<file path="config.mk">
export PLATFORM = sky130hd
export DESIGN_NAME = tick_task_table_scheduler_top
export DESIGN_NICKNAME = d
export VERILOG_FILES = /design/src/sv/ttts_pkg.sv /design/src/sv/ttts_ctrl.sv /design/src/sv/ttts_dp.sv /design/src/sv/tick_task_table_scheduler_top.sv
export SDC_FILE = /design/constraint.sdc
export NUM_CORES = 1
export LEC_CHECK = 0
export ABC_AREA = 1
export BUFFER_PORTS_ARGS = -buffer_cell sky130_fd_sc_hd__buf_4
export CELL_PAD_IN_SITES_DETAIL_PLACEMENT = 1
export CELL_PAD_IN_SITES_GLOBAL_PLACEMENT = 1
export CORE_MARGIN = 5
export CORE_UTILIZATION = 51
export CTS_CLUSTER_DIAMETER = 40
export DETAILED_ROUTE_END_ITERATION = 7
export PLACE_DENSITY = 0.78
export SLEW_MARGIN = 5
export SYNTH_ARGS = -nofsm -noshare
export SYNTH_HDL_FRONTEND = slang
export SYNTH_HIERARCHICAL = 1
export SYNTH_SLANG_ARGS = --single-unit
</file>
<file path="constraint.sdc">
create_clock -name clock -period 5.35 [get_ports clock]
set_input_delay 0.535 -clock clock [delete_from_list [all_inputs] [get_ports clock]]
set_output_delay 0.535 -clock clock [all_outputs]
set_load 0.01 [all_outputs]
</file>
<file path="src/sv/ttts_pkg.sv">
`timescale 1ns / 1ps
// Shared types and constants for the tick task table scheduler.
// Depends on nothing; used by ttts_ctrl, ttts_dp and the top level.
package ttts_pkg;

   localparam int SLOTS_DEFAULT = 16;   // table depth
   localparam int RES_CAP       = 16;   // max dispatch results per request
   localparam int SLOT_W        = 4;    // width of the slot result field
   localparam int ID_W          = 8;
   localparam int TIME_W        = 16;
   localparam int PEND_W        = 8;

   typedef enum logic [2:0] {
      OP_TICK     = 3'd0,
      OP_ADD      = 3'd1,
      OP_DEL      = 3'd2,
      OP_DISPATCH = 3'd3,
      OP_STOP     = 3'd4
   } req_op_type;

   typedef enum logic [1:0] {
      ST_IDLE,
      ST_SCAN,
      ST_FINISH
   } ctrl_state_type;

   // One table entry as kept in the slot memory.
   typedef struct packed {
      logic [ID_W-1:0]   task_id;
      logic [TIME_W-1:0] countdown;
      logic [TIME_W-1:0] period;
      logic [PEND_W-1:0] pending;
   } slot_entry_type;

   typedef struct packed {
      logic start;    // request transaction accepted this cycle
      logic scan;     // table scan in progress
      logic finish;   // load the final result of the request
   } ctrl_cmd_type;

   typedef struct packed {
      logic scan_done;
      logic out_free;
   } dp_status_type;

endpackage

</file>
<file path="src/sv/ttts_ctrl.sv">
`timescale 1ns / 1ps
// Request sequencer for the tick task table scheduler.
// Depends on ttts_pkg; drives commands into ttts_dp.
module ttts_ctrl
   import ttts_pkg::*;
(
   input  logic          clock,
   input  logic          reset,
   input  logic          req_tvalid,
   output logic          req_tready,
   input  dp_status_type status,
   output ctrl_cmd_type  cmd
);

   ctrl_state_type state_ff;
   ctrl_state_type state_in;

   always_ff @(posedge clock) begin
      if (reset) begin
         state_ff <= ST_IDLE;
      end else begin
         state_ff <= state_in;
      end
   end

   always_comb begin
      state_in = state_ff;
      unique case (state_ff)
         ST_IDLE: begin
            if (req_tvalid) state_in = ST_SCAN;
         end
         ST_SCAN: begin
            if (status.scan_done) state_in = ST_FINISH;
         end
         ST_FINISH: begin
            if (status.out_free) state_in = ST_IDLE;
         end
         default: state_in = ST_IDLE;
      endcase
   end

   always_comb begin
      req_tready = 1'b0;
      cmd        = '0;
      unique case (state_ff)
         ST_IDLE: begin
            req_tready = 1'b1;
            cmd.start  = req_tvalid;
         end
         ST_SCAN: begin
            cmd.scan = 1'b1;
         end
         ST_FINISH: begin
            cmd.finish = status.out_free;
         end
         default: begin
            req_tready = 1'b0;
         end
      endcase
   end

endmodule

</file>
<file path="src/sv/ttts_dp.sv">
`timescale 1ns / 1ps
// Datapath: slot memory, occupancy bits, scan pipeline, result registers.
// Depends on ttts_pkg; sequenced by ttts_ctrl.
module ttts_dp
   import ttts_pkg::*;
#(
   parameter int SLOTS = SLOTS_DEFAULT
)
(
   input  logic                clock,
   input  logic                reset,
   input  ctrl_cmd_type        cmd,
   output dp_status_type       status,
   input  logic [2:0]          req_type,
   input  logic [ID_W-1:0]     task_id,
   input  logic [TIME_W-1:0]   first_delay,
   input  logic [TIME_W-1:0]   repeat_period,
   output logic                rsp_valid,
   input  logic                rsp_ready,
   output logic                rsp_ok,
   output logic [SLOT_W-1:0]   rsp_slot,
   output logic [ID_W-1:0]     rsp_run_id,
   output logic                rsp_last
);

   localparam int IDX_W = (SLOTS > 1) ? $clog2(SLOTS) : 1;
   localparam int CNT_W = $clog2(SLOTS + 1);
   localparam int RES_W = $clog2(RES_CAP + 1);

   // latched request
   req_op_type        op_ff;
   logic [ID_W-1:0]   id_ff;
   logic [TIME_W-1:0] delay_ff;
   logic [TIME_W-1:0] period_ff;

   // slot table
   slot_entry_type    mem [SLOTS];
   logic [SLOTS-1:0]  occ_ff;

   // scan pipeline: read stage and process stage
   logic [CNT_W-1:0]  rd_idx_ff;
   logic              p_valid_ff;
   logic [IDX_W-1:0]  p_idx_ff;
   slot_entry_type    p_entry_ff;
   logic              p_occ_ff;
   logic              stop_ff;
   logic [RES_W-1:0]  n_ff;

   // one dispatch result held back until we know whether it is the last
   logic              hold_valid_ff;
   logic [SLOT_W-1:0] hold_slot_ff;
   logic [ID_W-1:0]   hold_id_ff;

   logic              rsp_valid_ff;
   logic              rsp_ok_ff;
   logic [SLOT_W-1:0] rsp_slot_ff;
   logic [ID_W-1:0]   rsp_id_ff;
   logic              rsp_last_ff;

   logic              act, stall, commit, advance, rd_en, out_free, op_known;
   logic              hit, emit, record, push;
   logic              wr_en, occ_set, occ_clr, default_ok;
   slot_entry_type    wr_data;
   logic [IDX_W-1:0]  rd_addr;
   logic [SLOT_W-1:0] p_slot;

   assign out_free = !rsp_valid_ff || rsp_ready;
   assign rd_addr  = rd_idx_ff[IDX_W-1:0];
   assign p_slot   = SLOT_W'(p_idx_ff);

   always_comb begin
      unique case (req_op_type'(req_type)) inside
         OP_TICK, OP_ADD, OP_DEL, OP_DISPATCH, OP_STOP: op_known = 1'b1;
         default:                                        op_known = 1'b0;
      endcase
   end

   // per-slot work of the process stage
   always_comb begin
      hit     = 1'b0;
      emit    = 1'b0;
      wr_en   = 1'b0;
      occ_set = 1'b0;
      occ_clr = 1'b0;
      wr_data = p_entry_ff;
      case (op_ff)
         OP_TICK: begin
            if (p_occ_ff) begin
               wr_en = 1'b1;
               if (p_entry_ff.countdown <= TIME_W'(1)) begin
                  if (p_entry_ff.pending != '1) wr_data.pending = p_entry_ff.pending + 1'b1;
                  if (p_entry_ff.period != '0) wr_data.countdown = p_entry_ff.period;
               end else begin
                  wr_data.countdown = p_entry_ff.countdown - 1'b1;
               end
            end
         end
         OP_STOP: begin
            if (p_occ_ff) begin
               wr_en           = 1'b1;
               wr_data.pending = '0;
            end
         end
         OP_ADD: begin
            if (!p_occ_ff && id_ff != '0) begin
               wr_en             = 1'b1;
               occ_set           = 1'b1;
               hit               = 1'b1;
               wr_data.task_id   = id_ff;
               wr_data.countdown = delay_ff;
               wr_data.period    = period_ff;
               wr_data.pending   = '0;
            end
         end
         OP_DEL: begin
            if (p_occ_ff && id_ff != '0 && p_entry_ff.task_id == id_ff) begin
               occ_clr = 1'b1;
               hit     = 1'b1;
            end
         end
         OP_DISPATCH: begin
            if (p_occ_ff && p_entry_ff.pending != '0) begin
               emit            = 1'b1;
               wr_data.pending = p_entry_ff.pending - 1'b1;
               // one-shot slot leaves the table once emitted
               if (p_entry_ff.period == '0) occ_clr = 1'b1;
               else                         wr_en   = 1'b1;
               if (n_ff == RES_W'(RES_CAP - 1)) hit = 1'b1;
            end
         end
         default: begin
            hit = 1'b0;
         end
      endcase
   end

   assign act     = cmd.scan && p_valid_ff && !stop_ff;
   assign stall   = act && emit && hold_valid_ff && !out_free;
   assign commit  = act && !stall;
   assign advance = cmd.scan && !stall;
   assign rd_en   = advance && (rd_idx_ff < CNT_W'(SLOTS));
   assign record  = commit && (emit || hit);
   assign push    = commit && emit && hold_valid_ff;

   assign default_ok = (op_ff == OP_TICK) || (op_ff == OP_STOP);

   assign status = '{
      scan_done: stop_ff || (rd_idx_ff == CNT_W'(SLOTS) && !p_valid_ff),
      out_free:  out_free
   };

   // slot memory: one write, one registered read per cycle
   always_ff @(posedge clock) begin
      if (commit && wr_en) mem[p_idx_ff] <= wr_data;
      if (rd_en) begin
         p_entry_ff <= mem[rd_addr];
         p_occ_ff   <= occ_ff[rd_addr];
         p_idx_ff   <= rd_addr;
      end
   end

   always_ff @(posedge clock) begin
      if (cmd.start) begin
         op_ff     <= req_op_type'(req_type);
         id_ff     <= task_id;
         delay_ff  <= first_delay;
         period_ff <= repeat_period;
      end
      if (record) begin
         hold_slot_ff <= p_slot;
         hold_id_ff   <= emit ? p_entry_ff.task_id : '0;
      end
      if (push) begin
         rsp_ok_ff   <= 1'b1;
         rsp_slot_ff <= hold_slot_ff;
         rsp_id_ff   <= hold_id_ff;
         rsp_last_ff <= 1'b0;
      end else if (cmd.finish) begin
         rsp_ok_ff   <= hold_valid_ff ? 1'b1 : default_ok;
         rsp_slot_ff <= hold_valid_ff ? hold_slot_ff : '0;
         rsp_id_ff   <= hold_valid_ff ? hold_id_ff : '0;
         rsp_last_ff <= 1'b1;
      end
   end

   always_ff @(posedge clock) begin
      if (reset) begin
         occ_ff        <= '0;
         rd_idx_ff     <= '0;
         p_valid_ff    <= 1'b0;
         stop_ff       <= 1'b0;
         n_ff          <= '0;
         hold_valid_ff <= 1'b0;
         rsp_valid_ff  <= 1'b0;
      end else begin
         if (commit && occ_set) occ_ff[p_idx_ff] <= 1'b1;
         if (commit && occ_clr) occ_ff[p_idx_ff] <= 1'b0;

         if (cmd.start) begin
            rd_idx_ff  <= '0;
            p_valid_ff <= 1'b0;
            stop_ff    <= !op_known;
            n_ff       <= '0;
         end else begin
            if (advance) begin
               p_valid_ff <= rd_en;
               if (rd_en) rd_idx_ff <= rd_idx_ff + 1'b1;
            end
            if (commit && hit) stop_ff <= 1'b1;
            if (commit && emit) n_ff <= n_ff + 1'b1;
         end

         if (cmd.start || cmd.finish) hold_valid_ff <= 1'b0;
         else if (record)             hold_valid_ff <= 1'b1;

         if (push || cmd.finish)         rsp_valid_ff <= 1'b1;
         else if (rsp_valid_ff && rsp_ready) rsp_valid_ff <= 1'b0;
      end
   end

   assign rsp_valid  = rsp_valid_ff;
   assign rsp_ok     = rsp_ok_ff;
   assign rsp_slot   = rsp_slot_ff;
   assign rsp_run_id = rsp_id_ff;
   assign rsp_last   = rsp_last_ff;

endmodule

</file>
<file path="src/sv/tick_task_table_scheduler_top.sv">
`timescale 1ns / 1ps
// Top level of the tick task table scheduler.
// Depends on ttts_pkg, ttts_ctrl and ttts_dp.
//
// Use: requests enter on the req_ stream (tuser = request type, tdata = task id,
// first delay, repeat period). Types: tick, add, delete, dispatch, stop.
// Each request gives one or more result transactions on the rsp_ stream;
// rsp_tlast marks the final result of a request. Dispatch gives one result
// per slot with a pending run (up to 16), in slot order.
// Scan: every request is a scan of the slot memory, one slot per cycle
// unless a dispatch stalls, with a registered read ahead of the update
// stage. Add and delete stop at the first matching slot; unknown types
// skip the scan. A new request is accepted once the last result has
// entered the output register, so one request is handled at a time.
// Stall: when rsp_tready is low the output register holds its transaction;
// a dispatch keeps one more result aside and then stops scanning until the
// output register frees up. Nothing is dropped.
// Reset (synchronous, active high) frees every slot at once through the
// occupancy bits; no clearing pass is needed.
module tick_task_table_scheduler_top
   import ttts_pkg::*;
#(
   parameter int SLOTS = SLOTS_DEFAULT
)
(
   input  logic        clock,
   input  logic        reset,
   input  logic        req_tvalid,
   output logic        req_tready,
   input  logic [39:0] req_tdata,   // task_id[7:0], first_delay[23:8], repeat_period[39:24]
   input  logic [2:0]  req_tuser,   // req_type[2:0]
   output logic        rsp_tvalid,
   input  logic        rsp_tready,
   output logic [15:0] rsp_tdata,   // slot[3:0], run_id[11:4], zero[15:12]
   output logic        rsp_tuser,   // ok[0]
   output logic        rsp_tlast
);

   ctrl_cmd_type      cmd;
   dp_status_type     status;
   logic [SLOT_W-1:0] rsp_slot;
   logic [ID_W-1:0]   rsp_run_id;

   // controller: accepts a request, runs the scan, hands off the final result
   ttts_ctrl u_ctrl (
      .clock      (clock),
      .reset      (reset),
      .req_tvalid (req_tvalid),
      .req_tready (req_tready),
      .status     (status),
      .cmd        (cmd)
   );

   // datapath: slot table, scan pipeline and result registers
   ttts_dp #(
      .SLOTS (SLOTS)
   ) u_dp (
      .clock         (clock),
      .reset         (reset),
      .cmd           (cmd),
      .status        (status),
      .req_type      (req_tuser),
      .task_id       (req_tdata[7:0]),
      .first_delay   (req_tdata[23:8]),
      .repeat_period (req_tdata[39:24]),
      .rsp_valid     (rsp_tvalid),
      .rsp_ready     (rsp_tready),
      .rsp_ok        (rsp_tuser),
      .rsp_slot      (rsp_slot),
      .rsp_run_id    (rsp_run_id),
      .rsp_last      (rsp_tlast)
   );

   assign rsp_tdata = {4'b0000, rsp_run_id, rsp_slot};

`ifndef SYNTHESIS
   // one request at a time: no second transaction right after an accept
   a_one_req: assert property (@(posedge clock) disable iff (reset)
      req_tvalid && req_tready |=> !req_tready)
      else $error("request accepted while previous request in flight");

   // a non-final result means the request is still being worked on
   a_mid_busy: assert property (@(posedge clock) disable iff (reset)
      rsp_tvalid && !rsp_tlast |-> !req_tready)
      else $error("new request taken before final result issued");

   // failure results carry no slot and no task id
   a_fail_zero: assert property (@(posedge clock) disable iff (reset)
      rsp_tvalid && !rsp_tuser |-> rsp_tdata == 16'h0000)
      else $error("failure result with nonzero payload");
`endif

endmodule
</file>
==> results of run 1 <==
-- through the flow --
step / total power (W) / hold slack (ps) / setup slack [ps]
after global routing: 0.0178 / 13.2 / 1060
after floorplan: 0.00881 / 403 / 1120
final: 0.0172 / 29.0 / 1180
after detailed placement: 0.00919 / 464 / 1220
after global placement: 0.00914 / 450 / 1370
after CTS: 0.0173 / 0.0676 / 1170
-- flip-flops by register name, summed over array words and instances, names as in the netlist, 2 cells and up --
register and cells:
u_dp/rsp_slot 4, u_ctrl/state_ff 2, u_dp/id_ff 8, u_dp/delay_ff 16, u_dp/p_entry_ff 48, u_dp/hold_id_ff 8
u_dp/rsp_run_id 8, u_dp/period_ff 16, u_dp/op_ff 3, u_dp/occ_ff 16, u_dp/rd_idx_ff 5, u_dp/p_idx_ff 4
u_dp/n_ff 5, u_dp/mem 768, u_dp/hold_slot_ff 4
-- worst register-to-register path, stage by stage (launching register included) --
cell,delay [ps]
edfxtp_1,490
inv_1,160
ha_1,290
inv_1,130
nor2_4,70
a21oi_4,330
nand2_1,350
o21ai_2,280
o21ai_4,320
nor2_4,810
buf_4,570
-- kinds of logic (layout without fill, tap and decap cells) --
| kind of cell | after synthesis | count (layout) | share of synthesized area [%] |
|---|---|---|---|
| AOI/OAI and AO/OA | 695 | 695 | 10.1 |
| buffers and inverters | 317 | 490 | 3.43 |
| other | 1 | 4 | 0.00997 |
| adders and majority gates | 8 | 8 | 0.266 |
| DFF | 922 | 922 | 72.7 |
| and+or+nand+nor | 1185 | 1185 | 13.0 |
| xor gates and xnor gates | 22 | 22 | 0.512 |
-- timing repair --
action	4_1_cts	5_1_grt
setup buffers	0	0
setup endpoints to repair	0	0
endpoints found under the hold margin	13	0
hold buffers	13	0
-- final cells by class --
type / instances / area (µm²)
well taps: 959 / 1200
clock buffers: 125 / 3040
repair buffers: 131 / 1050
flip-flops and latches: 922 / 27400
inverters: 136 / 527
fillers: 7306 / 29700
multi-input cells: 1914 / 9130
clock inverters: 98 / 1030
-- report_power, final --
group | internal [W] | leakage (nW) | switching [W] | total (W)
Clock | 0.00494 | 1.96 | 0.00321 | 0.00814
Sequential | 0.00810 | 8.34 | 0.0000713 | 0.00817
Combinational | 0.000215 | 4.61 | 0.000699 | 0.000914
Total | 0.0133 | 14.9 | 0.00398 | 0.0172
-- layer usage --
layer	track usage [%]	routed length [µm]	vias to the layer above
li1	-	-	11500
met2	50.8	58800	1141
met5	0	0	-
met3	3.91	7910	223
met4	9.83	3820	0
met1	37.8	45700	13500
-- layout by cell type (no fill, tap or decap), drive strengths merged --
master,n
inv,151
o211ai,9
a22oi,9
nand3,90
ha,8
dfxtp,34
nor2,577
o21a,1
a21boi,2
dlygate4sd3,13
xnor2,5
nand3b,2
clkinvlp,18
or2,2
o22ai,196
nor3,5
o21ai,439
nand2,440
a31oi,1
nand4,69
buf,118
clkinv,49
edfxtp,888
xor2,17
a21oi,38
clkbuf,125
conb,4
bufinv,16
-- worst max path at each step --
stage / slack, ps / end / start
2_1_floorplan: 1120 / u_dp/mem[11][0]$_DFFE_PP_ / u_dp/p_entry_ff[0]$_DFFE_PP_
3_3_place_gp: 1370 / u_dp/mem[2][32]$_DFFE_PP_ / u_dp/p_entry_ff[0]$_DFFE_PP_
3_5_place_dp: 1220 / u_dp/mem[2][30]$_DFFE_PP_ / u_dp/p_entry_ff[0]$_DFFE_PP_
4_1_cts: 1170 / u_dp/mem[2][24]$_DFFE_PP_ / u_dp/p_entry_ff[0]$_DFFE_PP_
5_1_grt: 1060 / u_dp/mem[2][33]$_DFFE_PP_ / u_dp/p_entry_ff[0]$_DFFE_PP_
6_report: 1180 / u_dp/mem[2][24]$_DFFE_PP_ / u_dp/p_entry_ff[0]$_DFFE_PP_
==> results.sh, run 1 <==
export IMPL_drive_above_1_share_pct=11.4
export IMPL_critPathArrivalTime_ps=4480
export IMPL_rsz0062_at_grt="false"
export IMPL_avgSynthCellArea_um2=11.9
export IMPL_ant_nets=0
export IMPL_dieArea_mm2=0.0793
export IMPL_design_area_mm2=0.0433
export IMPL_critical_path_class="register to register"
export IMPL_grt_pass1_wl_um=174000
export IMPL_dr_pass1_iters=6
export IMPL_track_usage_pct=29.0
export IMPL_synthArstFlopShare_pct=0
export IMPL_rows=99
export IMPL_worstPathRequired_ps=5660
export IMPL_hp_start="req_tdata[22]"
export IMPL_path_depth=10
export IMPL_synth_seq_area_share_pct=72.7
export IMPL_gp_congestion=0.886
export IMPL_yosysWarnings=6
export IMPL_drtIter0Drc=2693
export IMPL_cts_sinks=922
export IMPL_grt_pass1_vias=27900
export IMPL_htreeDepth=3
export IMPL_coreArea_mm2=0.0731
export IMPL_synth_ff_type="edfxtp_1"
export IMPL_synth_edf_count=888
export IMPL_setup_tns_ps=0
export IMPL_post_route_period_util_pct=77.9
export IMPL_antenna_found_initial=0
export IMPL_worstPathCellList="inv_1 > ha_1 > inv_1 > nor2_4 > a21oi_4 > nand2_1 > o21ai_2 > o21ai_4 > nor2_4 > buf_4"
export IMPL_place_inst=4049
export IMPL_synth_area_leaders="edfxtp_1 71%, nor2_1 5.7%, o21ai_0 5.5%"
export IMPL_grt_max_degree=219
export IMPL_synth_top_area_share_pct=70.9
export IMPL_ctsResizeCount=0
export IMPL_synth_area_mm2=0.0376
export IMPL_cts_buffer_depth=3
export IMPL_clk_pin_slew_worst_paths_ps=60
export IMPL_synth_seq_cells=922
export IMPL_drv_slew=0
export IMPL_nNetsFinal=3280
export IMPL_maxCapViolCount=0
export IMPL_fp_dieH_um=282
export IMPL_avgRoutedWirePerCell_um=27.1
export IMPL_hp_class="input pin to register"
export IMPL_maxSlewHeadroom_pct=9.51
export IMPL_rrSetupSlack_ps=1180
export IMPL_via_per_inst=6.14
export IMPL_power_density_mw_per_mm2=398
export IMPL_yosysMostFrequentCell="edfxtp_1"
export IMPL_num_vias=26300
export IMPL_critPathLaunchType="register"
export IMPL_rr_startpoint="u_dp/p_entry_ff[0]$_DFFE_PP_"
export IMPL_holdPathEnd="u_dp/delay_ff[14]$_DFFE_PP_"
export IMPL_critical_path_top_delay_family="simple AND/OR/NAND/NOR gates"
export IMPL_cts_tree="done"
export IMPL_start_util_pct=51.5
export IMPL_dieWidth_um=282
export IMPL_slowest_stage="nor2_4"
export IMPL_cts_buffers=120
export IMPL_wl_um=116000
export IMPL_synthCells=3150
export IMPL_clock_fmax_ghz=0.240
export IMPL_place_area_mm2=0.0391
export IMPL_grt_overflow=0
export IMPL_leakagePower_nw=14.9
export IMPL_clkLatencyLatePin_ps=690
export IMPL_finalSetupViolCount=0
export IMPL_cp_end_kind="register"
export IMPL_ir_drop_uv=292
export IMPL_route_detailed_drc=0
export IMPL_final_cells=4285
export IMPL_path_buf_inv=3
export IMPL_synth_commonest_cells="888 x edfxtp_1, 569 x nor2_1, 431 x nand2_1"
export IMPL_ys_types=44
export IMPL_skew_ps=27.2
export IMPL_hold_path_depth=1
export IMPL_areaGrowthSynthToFinish_pct=15.2
export IMPL_outcome="finished, final reports clean"
export IMPL_cts_root_buffer="clkbuf_16"
export IMPL_ff2ff_path_depth=10
export IMPL_min_period_ps=4170
export IMPL_crit_path_max_incr_delay_ps=800
export IMPL_worst_pin_slew_ps=1350
export IMPL_r2r_end="u_dp/mem[2][24]$_DFFE_PP_"
export IMPL_fin_util_pct=59.3
export IMPL_diodes=0
export IMPL_hold_viol=0
export IMPL_io_pins=67
export IMPL_yosysTopAreaCell="edfxtp_1"
export IMPL_io_buffer_count=62
export IMPL_path_max_fanout=27
export IMPL_hpwl_um=66000
(Power assumes the default switching activity.)
==> run 2: changes to the inputs <==
Settings changed: ABC_AREA 1 to 0, CORE_UTILIZATION 51 to 50, PLACE_DENSITY 0.78 to 0.75.
Clock period 5.35 ns to 3.4 ns, I/O delays scaled along.
==> run 2 against run 1 <==
  * Non-clock buffer count is 80 higher
  * Routed wire length is 17% lower
  * Final cell count is 28% lower
  * Global-route usage is 4.1 points lower
  * Via count is 26% lower
  * Synthesized cell count is 43% lower
  * Die area is 0.61% lower
  * Combinational power is 39% higher
  * Register-to-register slack worse by 1000 ps
  * Total power is 58% higher
  * Flip-flop and latch count stayed put
  * Count of clock-buffer cells in the layout is 4 higher
  * Critical endpoint is now u_dp/mem[8][35]$_DFFE_PP_
  * Largest cell class unchanged
==> results.sh, run 2 <==
export IMPL_hold_viol=0
export IMPL_yosysTopAreaCell="edfxtp_1"
export IMPL_synthSimpleGateAreaFrac_pct=4.67
export IMPL_place_area_mm2=0.0392
export IMPL_synthArstFlopShare_pct=0
export IMPL_multi_input_area_mm2=0.00897
export IMPL_fin_total_pwr_w=0.0272
export IMPL_worstPathCellList="inv_1 > ha_4 > nor4b_4 > a211o_2 > o21ai_4 > a211o_4 > nor4_4 > buf_12"
export IMPL_synthMuxAreaShare_pct=15.4
export IMPL_htreeDepth=3
export IMPL_grt_pass1_vias=20800
export IMPL_outcome="finished, final reports clean"
export IMPL_areaGrowthSynthToFinish_pct=19.7
export IMPL_setup_slack_ps=175
export IMPL_synth_commonest_cells="888 x edfxtp_1, 245 x mux4_2, 99 x nand2_1"
export IMPL_grt_pass1_wl_um=144000
export IMPL_drive_above_1_share_pct=31.8
export IMPL_synth_top_family_by_area="multiplexers"
export IMPL_synth_area_leaders="edfxtp_1 73%, mux4_2 15%, dfxtp_1 1.9%"
export IMPL_coreArea_mm2=0.0728
export IMPL_ff2ff_path_depth=8
export IMPL_path_max_fanout=48
export IMPL_clk_pin_slew_worst_paths_ps=60
export IMPL_cts_buffers=119
export IMPL_wl_um=97000
export IMPL_post_route_period_util_pct=94.8
export IMPL_synth_seq_cells=922
export IMPL_met1Wirelength_um=37500
export IMPL_synth_edf_count=888
export IMPL_critPathLaunchType="register"
export IMPL_ant_nets=0
export IMPL_crit_path_max_incr_delay_ps=500
export IMPL_gp_congestion=0.905
export IMPL_final_cells=3095
export IMPL_postCtsSetupBuffers=0
export IMPL_hp_start="reset"
export IMPL_clock_fmax_ghz=0.310
export IMPL_cp_end_kind="register"
export IMPL_avgRoutedWirePerCell_um=31.4
export IMPL_clkLatencyLatePin_ps=690
export IMPL_wl_met2_um=48800
export IMPL_diodes=0
export IMPL_grt_overflow=0
export IMPL_wl_met3_um=7560
export IMPL_leakagePower_nw=14.0
export IMPL_antenna_found_initial=0
export IMPL_worstPathRequired_ps=3710
export IMPL_hpwl_um=57100
export IMPL_synth_seq_area_share_pct=74.6
export IMPL_cts_tree="done"
export IMPL_nNetsFinal=2088
export IMPL_worst_pin_slew_ps=1300
export IMPL_r2r_end="u_dp/mem[8][35]$_DFFE_PP_"
export IMPL_hold_path_depth=2
export IMPL_layout_common_cells="888 x edfxtp_1, 245 x mux4_2, 138 x buf_4"
export IMPL_design_area_mm2=0.0439
export IMPL_io_pins=67
export IMPL_synth_xor_area_share_pct=0.478
export IMPL_fp_dieH_um=281
export IMPL_rows=99
export IMPL_maxSlewHeadroom_pct=12.8
export IMPL_critical_path_class="register to register"
export IMPL_critPathArrivalTime_ps=3530
export IMPL_maxCapViolCount=0
export IMPL_synth_top_area_share_pct=72.8
export IMPL_avgSynthCellArea_um2=20.3
export IMPL_cts_sinks=922
export IMPL_reg_top3="u_dp/mem x768, u_dp/p_entry_ff x48"
export IMPL_final_common_cell="edfxtp_1"
export IMPL_largest_reg_flops=768
export IMPL_cts_root_buffer="clkbuf_16"
export IMPL_critical_path_top_delay_family="compound AO/OA/AOI/OAI gates"
export IMPL_path_depth=8
export IMPL_synth_ff_type="edfxtp_1"
export IMPL_regArea_mm2=0.0274
export IMPL_rrSetupSlack_ps=180
export IMPL_ctsResizeCount=0
export IMPL_ys_types=83
export IMPL_yosysWarnings=6
export IMPL_route_detailed_drc=0
export IMPL_holdPathEnd="u_dp/occ_ff[10]$_SDFF_PP0_"
export IMPL_highest_layer="met4"
export IMPL_dieWidth_um=281
export IMPL_power_density_mw_per_mm2=619
export IMPL_synth_area_mm2=0.0366
export IMPL_synthCells=1801
export IMPL_rsz0062_at_grt="false"
export IMPL_track_usage_pct=25.0
export IMPL_via_per_inst=6.31
export IMPL_io_buffer_count=62
export IMPL_slowest_stage="edfxtp_1"
export IMPL_largest_register="u_dp/mem"
export IMPL_dr_pass1_iters=5
export IMPL_n_fill_cell=6096
export IMPL_skew_ps=32.0
export IMPL_dieArea_mm2=0.0788
export IMPL_num_vias=19500
export IMPL_finalSetupViolCount=0
export IMPL_synth_compound_area_share_pct=3.10
export IMPL_start_util_pct=50.3
export IMPL_drv_slew=0
export IMPL_yosysMostFrequentCell="edfxtp_1"
export IMPL_grt_max_degree=68
export IMPL_hp_class="input pin to register"
export IMPL_dp_slack_ps=298
export IMPL_ctsHoldBuffers=44
export IMPL_rr_startpoint="u_dp/p_entry_ff[0]$_DFFE_PP_"
export IMPL_path_buf_inv=2
export IMPL_synthAdderAreaFrac_pct=0.273
export IMPL_ir_drop_uv=729
export IMPL_cts_buffer_depth=3
export IMPL_place_inst=2827
export IMPL_hold_slack_ps=39.3
export IMPL_drtIter0Drc=2283
export IMPL_min_period_ps=3220
## run 2: per-stage QoR
stage | TNS [ps] | util, %
3_3_place_gp | 0 | 53.9
6_report | 0 | 60.2
2_1_floorplan | -34010 | -
4_1_cts | 0 | 60.2
3_5_place_dp | 0 | 53.9
5_1_grt | 0 | 60.2
## run 2: area by class of cell
cell class                      count  area share [%]
Clock inverter                     95            2.73
Tap cell                          959            2.73
Clock buffer                      129            6.87
Multi-Input combinational cell    758            20.4
Timing Repair Buffer              211            4.69
Inverter                           21           0.185
Sequential cell                   922            62.4
## run 2: worst max-delay path by stage
stage / start / endpoint / slack, ps
after floorplan: u_dp/p_entry_ff[1]$_DFFE_PP_ / u_dp/mem[8][0]$_DFFE_PP_ / -510
after global placement: u_dp/p_entry_ff[0]$_DFFE_PP_ / u_dp/mem[8][31]$_DFFE_PP_ / 330
after detailed placement: u_dp/p_entry_ff[0]$_DFFE_PP_ / u_dp/mem[8][28]$_DFFE_PP_ / 300
after CTS: u_dp/p_entry_ff[0]$_DFFE_PP_ / u_dp/mem[8][35]$_DFFE_PP_ / 250
after global routing: u_dp/p_entry_ff[0]$_DFFE_PP_ / u_dp/mem[8][6]$_DFFE_PP_ / 100
final: u_dp/p_entry_ff[0]$_DFFE_PP_ / u_dp/mem[8][35]$_DFFE_PP_ / 180
## run 2: cells by family after synthesis
logic type                 count (synthesis)
xor gates and xnor gates                  20
buffers and inverters                    124
AOI/OAI and AO/OA                        158
other                                      1
and+or+nand+nor                          312
DFF                                      922
adders and majority gates                  8
muxes                                    256
## run 2: metal layers
metal	vias to the layer above	track usage (%)
met5	-	0
met4	0	7.26
met3	198	5.32
met2	977	41.4
met1	10400	34.1
li1	7995	-
## run 2: worst register-to-register path, stage by stage, from the launching register on
cell and delay, ps:
edfxtp_1 500, inv_1 170, ha_4 170, nor4b_4 310, a211o_2 280, o21ai_4 90, a211o_4 470, nor4_4 400
buf_12 400
## run 2: where the power goes
part	total, W	internal (W)	leakage [nW]	switching (W)
combinational	0.00127	0.000513	3.61	0.000760
sequential	0.0128	0.0127	8.31	0.000131
clock	0.0131	0.00805	2.04	0.00506
